===== config.mk =====
export PLATFORM = sky130hd
export DESIGN_NAME = dpcr_fifo
export DESIGN_NICKNAME = d
export VERILOG_FILES = /design/src/hw/rtl/assert_macros.svh /design/src/hw/rtl/dpcr_pkg.sv /design/src/hw/rtl/dpcr_fifo.sv
export SDC_FILE = /design/constraint.sdc
export NUM_CORES = 1
export LEC_CHECK = 0
export ABC_AREA = 1
export BUFFER_PORTS_ARGS = -buffer_cell sky130_fd_sc_hd__buf_2
export CORE_MARGIN = 2
export CORE_UTILIZATION = 54
export CTS_BUF_LIST = sky130_fd_sc_hd__clkbuf_8
export CTS_CLUSTER_SIZE = 12
export DETAILED_ROUTE_END_ITERATION = 12
export GPL_ROUTABILITY_DRIVEN = 0
export HOLD_SLACK_MARGIN = 0.12
export PLACE_DENSITY = 0.76
export SLEW_MARGIN = 10
export SYNTH_ARGS = -nofsm -noshare
export SYNTH_HDL_FRONTEND = slang
export SYNTH_SLANG_ARGS = --single-unit

===== constraint.sdc =====
create_clock -name i_clk -period 21.4 [get_ports i_clk]
set_clock_uncertainty 0.15 [all_clocks]
set_input_delay 1.07 -clock i_clk [delete_from_list [all_inputs] [get_ports i_clk]]
set_output_delay 1.07 -clock i_clk [all_outputs]
set_load 0.01 [all_outputs]

===== src/hw/rtl/assert_macros.svh =====
// assertion helpers shared by the rtl
`ifndef ASSERT_MACROS_SVH
`define ASSERT_MACROS_SVH

// expression must hold at every edge out of reset
`define ASSERT_ALWAYS(label, expr, msg) \
    label: assert property (@(posedge i_clk) disable iff (!i_rst_n) (expr)) else $error(msg);

// consequent must hold in the same cycle as the antecedent
`define ASSERT_IMPLY(label, ante, cons, msg) \
    label: assert property (@(posedge i_clk) disable iff (!i_rst_n) (ante) |-> (cons)) \
        else $error(msg);

`endif


===== src/hw/rtl/dpcr_pkg.sv =====
`default_nettype none
package dpcr_pkg;

    localparam int unsigned CFG_IDX_W = 2;

    typedef enum logic [CFG_IDX_W-1:0] {
        CFG_RADIUS      = 2'd0,
        CFG_DAMPING     = 2'd1,
        CFG_RESTITUTION = 2'd2
    } t_cfg_idx;

    localparam int unsigned RAD_W     = 25;
    localparam int unsigned FRAC_W    = 17;
    localparam int unsigned FRAC_BITS = 16;
    localparam int unsigned MD_W      = RAD_W + 1;
    localparam int unsigned DX_W      = 34;
    localparam int unsigned D_W       = 27;
    localparam int unsigned Q_W       = 54;
    localparam int unsigned MDQ_W     = 2 * MD_W;
    localparam int unsigned L_W       = 27;
    localparam int unsigned NUM_W     = 43;
    localparam int unsigned DVS_W     = NUM_W + 1;
    localparam int unsigned NRM_W     = 17;
    localparam int unsigned C_W       = 26;
    localparam int unsigned PRD_W     = L_W + FRAC_W;
    localparam int unsigned CM_W      = 27;
    localparam int unsigned PC_W      = NRM_W + C_W;
    localparam int unsigned REL_W     = 33;
    localparam int unsigned T_W       = 34;
    localparam int unsigned PT_W      = REL_W + NRM_W;
    localparam int unsigned S_W       = 36;
    localparam int unsigned RST_W     = FRAC_W + 1;
    localparam int unsigned PJ_W      = S_W + RST_W;
    localparam int unsigned J_W       = 36;
    localparam int unsigned PK_W      = J_W + NRM_W;
    localparam int unsigned JM_W      = 37;
    localparam int unsigned SAT_W     = 40;

    localparam int unsigned SQ_STAGES  = 27;
    localparam int unsigned DIV_STAGES = 17;

    localparam logic [RAD_W-1:0]  RADIUS_RST  = 25'd65536;
    localparam logic [FRAC_W-1:0] DAMPING_RST = 17'd45875;
    localparam logic [FRAC_W-1:0] REST_RST    = 17'd6554;
    localparam logic [NRM_W-1:0]  ONE_Q16     = 17'd65536;

    typedef struct packed {
        logic signed [31:0] pos_a_x;
        logic signed [31:0] pos_a_y;
        logic signed [31:0] pos_b_x;
        logic signed [31:0] pos_b_y;
        logic signed [31:0] vel_a_x;
        logic signed [31:0] vel_a_y;
        logic signed [31:0] vel_b_x;
        logic signed [31:0] vel_b_y;
    } t_in_req;

    typedef struct packed {
        logic signed [31:0] new_pos_a_x;
        logic signed [31:0] new_pos_a_y;
        logic signed [31:0] new_pos_b_x;
        logic signed [31:0] new_pos_b_y;
        logic signed [31:0] new_vel_a_x;
        logic signed [31:0] new_vel_a_y;
        logic signed [31:0] new_vel_b_x;
        logic signed [31:0] new_vel_b_y;
        logic               overlapped;
        logic               impulse_applied;
    } t_out_rsp;

    typedef struct packed {
        logic [RAD_W-1:0]  radius;
        logic [FRAC_W-1:0] damping;
        logic [FRAC_W-1:0] restitution;
    } t_cfg;

    // classified request as it sits in the queue
    typedef struct packed {
        t_in_req                orig;
        logic signed [D_W-1:0]  dx;
        logic signed [D_W-1:0]  dy;
        logic [Q_W-1:0]         q;
        logic                   hit;
    } t_cls;

    typedef struct packed {
        logic full;
        logic empty;
    } t_q_stat;

    // square root and divide working set
    typedef struct packed {
        t_in_req                orig;
        logic signed [D_W-1:0]  dx;
        logic signed [D_W-1:0]  dy;
        logic                   hit;
        logic [Q_W-1:0]         x;
        logic [Q_W-1:0]         r;
        logic [L_W-1:0]         l;
        logic [NUM_W-1:0]       rx;
        logic [NUM_W-1:0]       ry;
        logic [NRM_W-1:0]       qx;
        logic [NRM_W-1:0]       qy;
        logic [C_W-1:0]         c;
    } t_work;

    // response math working set
    typedef struct packed {
        t_in_req                 orig;
        logic                    hit;
        logic [C_W-1:0]          c;
        logic [NRM_W-1:0]        nmx;
        logic [NRM_W-1:0]        nmy;
        logic                    nsx;
        logic                    nsy;
        logic signed [REL_W-1:0] relx;
        logic signed [REL_W-1:0] rely;
        logic [CM_W-1:0]         cmx;
        logic [CM_W-1:0]         cmy;
        logic [T_W-1:0]          tmx;
        logic [T_W-1:0]          tmy;
        logic                    tsx;
        logic                    tsy;
        logic [S_W-1:0]          s;
        logic                    sneg;
        logic [J_W-1:0]          j;
        logic [JM_W-1:0]         jmx;
        logic [JM_W-1:0]         jmy;
    } t_mth;

    function automatic logic signed [31:0] sat32(input logic signed [SAT_W-1:0] v);
        logic [SAT_W-32:0] hi;
        hi = v[SAT_W-1:31];
        if (hi == '0 || hi == '1) begin
            return v[31:0];
        end else if (v[SAT_W-1]) begin
            return {1'b1, {31{1'b0}}};
        end else begin
            return {1'b0, {31{1'b1}}};
        end
    endfunction

    // one result bit of the integer square root, stage k from the top
    function automatic t_work sqrt_step(input t_work w, input int unsigned k);
        t_work          o;
        logic [Q_W-1:0] b;
        logic [Q_W-1:0] t;
        o = w;
        b = Q_W'(1) << (2 * (SQ_STAGES - 1 - k));
        t = w.r + b;
        if (w.x >= t) begin
            o.x = w.x - t;
            o.r = (w.r >> 1) + b;
        end else begin
            o.r = w.r >> 1;
        end
        return o;
    endfunction

    // distance known: set up dividends and the push distance
    function automatic t_work prep_step(input t_work w, input logic [MD_W-1:0] md,
                                        input logic [FRAC_W-1:0] damp);
        t_work            o;
        logic [D_W-1:0]   mx;
        logic [D_W-1:0]   my;
        logic [L_W-1:0]   gap;
        logic [PRD_W-1:0] prod;
        o    = w;
        o.l  = w.r[L_W-1:0];
        mx   = w.dx[D_W-1] ? D_W'(-w.dx) : D_W'(w.dx);
        my   = w.dy[D_W-1] ? D_W'(-w.dy) : D_W'(w.dy);
        o.rx = NUM_W'(mx) << FRAC_BITS;
        o.ry = NUM_W'(my) << FRAC_BITS;
        o.qx = '0;
        o.qy = '0;
        gap  = L_W'(md) - o.l;
        prod = PRD_W'(gap) * PRD_W'(damp);
        o.c  = C_W'(prod >> FRAC_W);
        return o;
    endfunction

    // one quotient bit of both normal components, bit i
    function automatic t_work div_step(input t_work w, input int unsigned i);
        t_work            o;
        logic [DVS_W-1:0] dvs;
        o   = w;
        dvs = DVS_W'(w.l) << i;
        if ({1'b0, w.rx} >= dvs) begin
            o.rx = NUM_W'({1'b0, w.rx} - dvs);
            o.qx = w.qx | (NRM_W'(1) << i);
        end
        if ({1'b0, w.ry} >= dvs) begin
            o.ry = NUM_W'({1'b0, w.ry} - dvs);
            o.qy = w.qy | (NRM_W'(1) << i);
        end
        return o;
    endfunction

endpackage
`default_nettype wire


===== src/hw/rtl/dpcr_fifo.sv =====
`default_nettype none
module dpcr_fifo #(
    parameter int unsigned DEPTH = 4
) (
    input  logic              i_clk,
    input  logic              i_rst_n,
    input  logic              i_push,
    input  dpcr_pkg::t_cls    i_data,
    input  logic              i_pop,
    output dpcr_pkg::t_cls    o_data,
    output dpcr_pkg::t_q_stat o_stat
);
    import dpcr_pkg::*;

    localparam int unsigned PTR_W = (DEPTH > 1) ? $clog2(DEPTH) : 1;
    localparam int unsigned CNT_W = $clog2(DEPTH + 1);

    t_cls             r_mem [DEPTH];
    logic [PTR_W-1:0] r_wr;
    logic [PTR_W-1:0] r_rd;
    logic [CNT_W-1:0] r_cnt;
    logic             w_wr;
    logic             w_rd;

    assign w_wr          = i_push && (r_cnt != CNT_W'(DEPTH));
    assign w_rd          = i_pop && (r_cnt != '0);
    assign o_data        = r_mem[r_rd];
    assign o_stat.full   = (r_cnt == CNT_W'(DEPTH));
    assign o_stat.empty  = (r_cnt == '0);

    always_ff @(posedge i_clk) begin
        if (!i_rst_n) begin
            r_wr  <= '0;
            r_rd  <= '0;
            r_cnt <= '0;
        end else begin
            if (w_wr) begin
                r_wr <= (r_wr == PTR_W'(DEPTH - 1)) ? '0 : r_wr + 1'b1;
            end
            if (w_rd) begin
                r_rd <= (r_rd == PTR_W'(DEPTH - 1)) ? '0 : r_rd + 1'b1;
            end
            unique case ({w_wr, w_rd})
                2'b10:   r_cnt <= r_cnt + 1'b1;
                2'b01:   r_cnt <= r_cnt - 1'b1;
                default: r_cnt <= r_cnt;
            endcase
        end
    end

    always_ff @(posedge i_clk) begin
        if (w_wr) begin
            r_mem[r_wr] <= i_data;
        end
    end

endmodule
`default_nettype wire


Yosys cells after proc, flatten, opt, wreduce, memory -nomap -nowiden
Memory sizes are Yosys's and may differ from the RTL's. A register that Yosys moved wholly into a read port is not among the register bits. Cells that the tools add are included. Widths: inputs -> output; s select.

Bits in writable memories: 1460. Logic and storage cells: 26. Input port bits: 369. Bits in latches: 0. Memories: 1. Bits in read-only memories: 0. Flip-flop bits (word level): 7.

Divide/modulo/power cells: 0. Multiply operators: 0. Order comparisons: 0. Reductions and logical operators: 5. Eq/ne operators: 6. Muxes and demuxes: 7. Bitwise operators: 0. Shift-type cells: 0. Add/sub/neg operators: 4.

Memory list: r_mem (words 4, width 365, read ports 1, clocked after memory_dff 1, write ports 1, RTL line dpcr_fifo.sv:18) `t_cls r_mem [DEPTH];`.

Operators with widths (count): $mux 2 (4); $eq 2x2->1 const B (3); $pmux 3 s2 (1); $add 2x1->2 const B (2); $add 3x1->3 const B (1); $eq 3x3->1 const B (1); $logic_not 3->1 (1); $ne 3x3->1 const B (1); $reduce_bool 3->1 (1); $sub 3x1->3 const B (1); $eq 2x1->1 const B (1); $logic_and 1x1->1 (2); $mux 1 (2); $reduce_bool 2->1 (1).

Longest topological paths before layout
Word-level depth: 4. Mapped depth: 13.

Worst setup path after synthesis
OpenSTA, ideal clock, no wires.

Path type: input to register. Start: input i_push. End: memory r_mem[0][0] (netlist name), enable pin. Arrival time: 16.292 ns. Required time: 20.149 ns. Path buffers: 0. Setup slack: 3.858 ns. Stages: 2. Cell sequence: nand2_1 -> nor2_1.

Cells in the longest elaborated chain, start to end: 3.

RTL lines: from (decl) (RTL line dpcr_fifo.sv:7) `input logic i_push,`; $logic_and 1x1->1 (RTL line dpcr_fifo.sv:25) `assign w_wr = i_push && (r_cnt != CNT_W'(DEPTH));`; $mux 1 (RTL line dpcr_fifo.sv:52) `if (w_wr) begin`; $mux 1 (implied by the code) (RTL line dpcr_fifo.sv:53) `r_mem[r_wr] <= i_data;`; to (decl) (RTL line dpcr_fifo.sv:18).

Every way passes these cells.

==> results.py <==
metrics = {
    "yosys": {
        "synth_simple_gate_area_share_pct": 5.291,
        "synthXorXnorAreaFrac_pct": 0,
        "yosysSeqAreaShare_pct": 81.30,
        "yosysWarningCount": 0,
        "avgSynthCellArea_sq_um": 15.05,
        "syn_inst": 3599,
        "synth_compound_area_share_pct": 11.04,
        "synth.area.mux_share_pct": 0,
        "yosysUniqueCellTypes": 23,
        "synth_seq_cells": 1469,
        "syn_nets": 3975,
        "synth_top_family_by_area": "compound AO/OA/AOI/OAI gates",
        "syn_area_sq_um": 54150,
        "synth_fa_ha_area_share_pct": 0.1756,
    },
    "grt": {
        "grt_first_pass_wirelength_mm": 193.3,
        "antenna_found_initial": 56,
        "gr-usage-all-layers_pct": 24.71,
        "grt_max_degree": 284,
        "grt_pass1_vias": 32950,
        "gr-total-overflow": 0,
    },
    "route": {
        "postRouteAntennaNets": 0,
        "vias_per_cell": 5.793,
        "vias": 33940,
        "routed_wl_mm": 131.9,
        "drt_first_pass_iters": 6,
        "wire_per_inst_microns": 22.52,
        "first_iter_violations": 3355,
        "drcViolationCount": 0,
    },
    "clock_tree": {
        "clock-sinks": 1469,
        "cts_tree": "yes",
        "cts-resized-gates": 0,
        "clock_latency_ns": 0.89,
        "clockRootBuffer": "clkbuf_8",
        "cts_hold_buffers": 0,
        "clk_path_buf_depth": 3,
        "cts.clk_slew.worst_paths_ns": 0.06,
        "cts_max_level": 4,
        "numCtsBuffers": 216,
        "cts_setup_buffers": 0,
    },
    "final_layout": {
        "areaGrowthSynthToFinish_pct": 16.13,
        "fin_nets": 4722,
        "n_fill_cell": 7068,
        "layout_commonest_cell": "edfxtp_1",
        "layout-drive-gt1-share_pct": 23.10,
        "layout_common_cells": "edfxtp_1, nor2_1, buf_2",
        "stdcell_area_sq_um": 62890,
    },
    "sta": {
        "fin_crit_ns": 6.603,
        "fmax_ghz": 0.1515,
        "hold_ws_ns": 0.2366,
        "period_share_pct": 30.85,
        "tightest_slew_ns": 1.265,
        "finalHoldViolations": 0,
        "setup_ws_ns": 14.80,
        "final_max_slew_viol_count": 0,
        "grt_setup_unrepaired": "false",
        "fin_tns_setup_ns": 0,
        "slew_headroom_pct": 15.69,
        "final-setup-viol-count": 0,
    },
    "worst_setup_path": {
        "path_class": "reg2out",
        "cp.required_ns": 20.18,
        "path_common_cell": "buf_4",
        "r2r_start": "r_cnt[0]$_SDFFE_PN0P_",
        "cp_slowest_cell": "buf_4",
        "endpoint_kind": "output pin",
        "critPathLaunchType": "register",
        "crit_chain": "inv_16 -> buf_4 -> buf_4 -> buf_4 -> o21ai_0 -> o22ai_1 -> buf_2",
        "cp_max_fo": 283,
        "slowest_delay_ns": 0.86,
        "arrival_ns": 5.38,
    },
    "die": {
        "placementRows": 116,
        "ios": 736,
        "die_h_microns": 320.7,
        "start_util_pct": 54.31,
        "die_area_sq_um": 102800,
        "die_w_microns": 320.7,
        "core_area_sq_um": 99710,
    },
    "pwr": {
        "p_leak_nw": 22.08,
        "ir_drop_mv": 0.1536,
        "power.density_nw_per_um2": 123.1,
    },
    "placement": {
        "io_buffers": 735,
        "dp_slack_ns": 15.76,
        "hpwl_mm": 76.99,
        "placed_area_sq_um": 58730,
    },
    "status": {
        "status": "finished, final reports clean",
    },
    "worst_hold_path": {
        "hp-start": "i_data[3]",
        "holdCritPathClass": "in2reg",
    },
    "flow_run": {
        "maxCapViolCount": 0,
    },
}
where the power goes:
group	internal, mW	leakage (nW)	switching, mW
combinational	0.637	6.24	1.45
sequential	3.46	13.5	0.0879
clock	1.07	2.37	1.04
total	5.16	22.1	2.58
logic make-up after synthesis:
logic type | Yosys count
fa+ha+maj | 7
flops | 1469
simple gates | 759
compound gates | 1103
buf+inv | 261
state kept, by name, summed over array words and instances (netlist names), named ones only:
register	flops
r_cnt	3
r_mem	1460
r_rd	2
r_wr	2
worst max-delay path: cells and delay by family, from the launching register on:
family / cells / cell delay, ns
compound gates: 2 / 0.41
buf+inv: 5 / 3.28
flops: 1 / 0.60
layout make-up:
class | instances | area, sq um | share of cell area, %
Antenna cell | 41 | 102.6 | 0.1631
Clock buffer | 224 | 3083 | 4.902
Clock inverter | 168 | 973.4 | 1.548
Inverter | 19 | 95.09 | 0.1512
Multi-Input combinational cell | 1869 | 8967 | 14.26
Sequential cell | 1469 | 44030 | 70.01
Tap cell | 1298 | 1624 | 2.583
Timing Repair Buffer | 771 | 4011 | 6.379
per-layer routing:
layer | GRT usage [%] | wire, microns
met5 | 0 | 251
met4 | 13.79 | 6654
met3 | 8.026 | 11960
met2 | 40.15 | 65370
met1 | 29.17 | 47720
final timing paths:
| check | endpoint | slack [ns] | cells after the start |
|---|---|---|---|
| max | o_data[149] | 14.80 | 7 |
| min | r_mem[1][3]$_DFFE_PP_ | 0.24 | 1 |
| max reg2reg | r_mem[1][222]$_DFFE_PP_ | 16.54 | 7 |
| min reg2reg | register | 0.39 | 2 |
metrics by stage:
stage / total power [mW] / utilization (%) / cells
after floorplan: 4.934 / - / 3599
after global placement: 5.622 / 58.90 / 5426
after detailed placement: 5.672 / 58.90 / 5426
after CTS: 7.770 / 62.97 / 5818
after global routing: 8.083 / 63.05 / 5852
final: 7.743 / 63.07 / 5859
cells in the mapped netlist:
cell type / number / share of area [%]
a21oi_1: 6 / 0.055
buf_2: 95 / 0.88
buf_4: 8 / 0.11
buf_6: 3 / 0.062
buf_8: 1 / 0.028
clkbuf_1: 114 / 0.79
clkbuf_2: 21 / 0.19
dfxtp_1: 9 / 0.33
edfxtp_1: 1460 / 81
fa_1: 1 / 0.037
ha_1: 6 / 0.14
inv_1: 17 / 0.12
inv_2: 1 / 0.0069
inv_4: 1 / 0.012
nand2_1: 10 / 0.069
nand3_1: 6 / 0.055
nand3b_1: 1 / 0.014
nand4_1: 1 / 0.012
nor2_1: 740 / 5.1
o21ai_0: 607 / 5.6
o21ai_1: 125 / 1.2
o22ai_1: 365 / 4.2
or2_2: 1 / 0.012
Note: power is estimated with default switching activity, not from simulation.
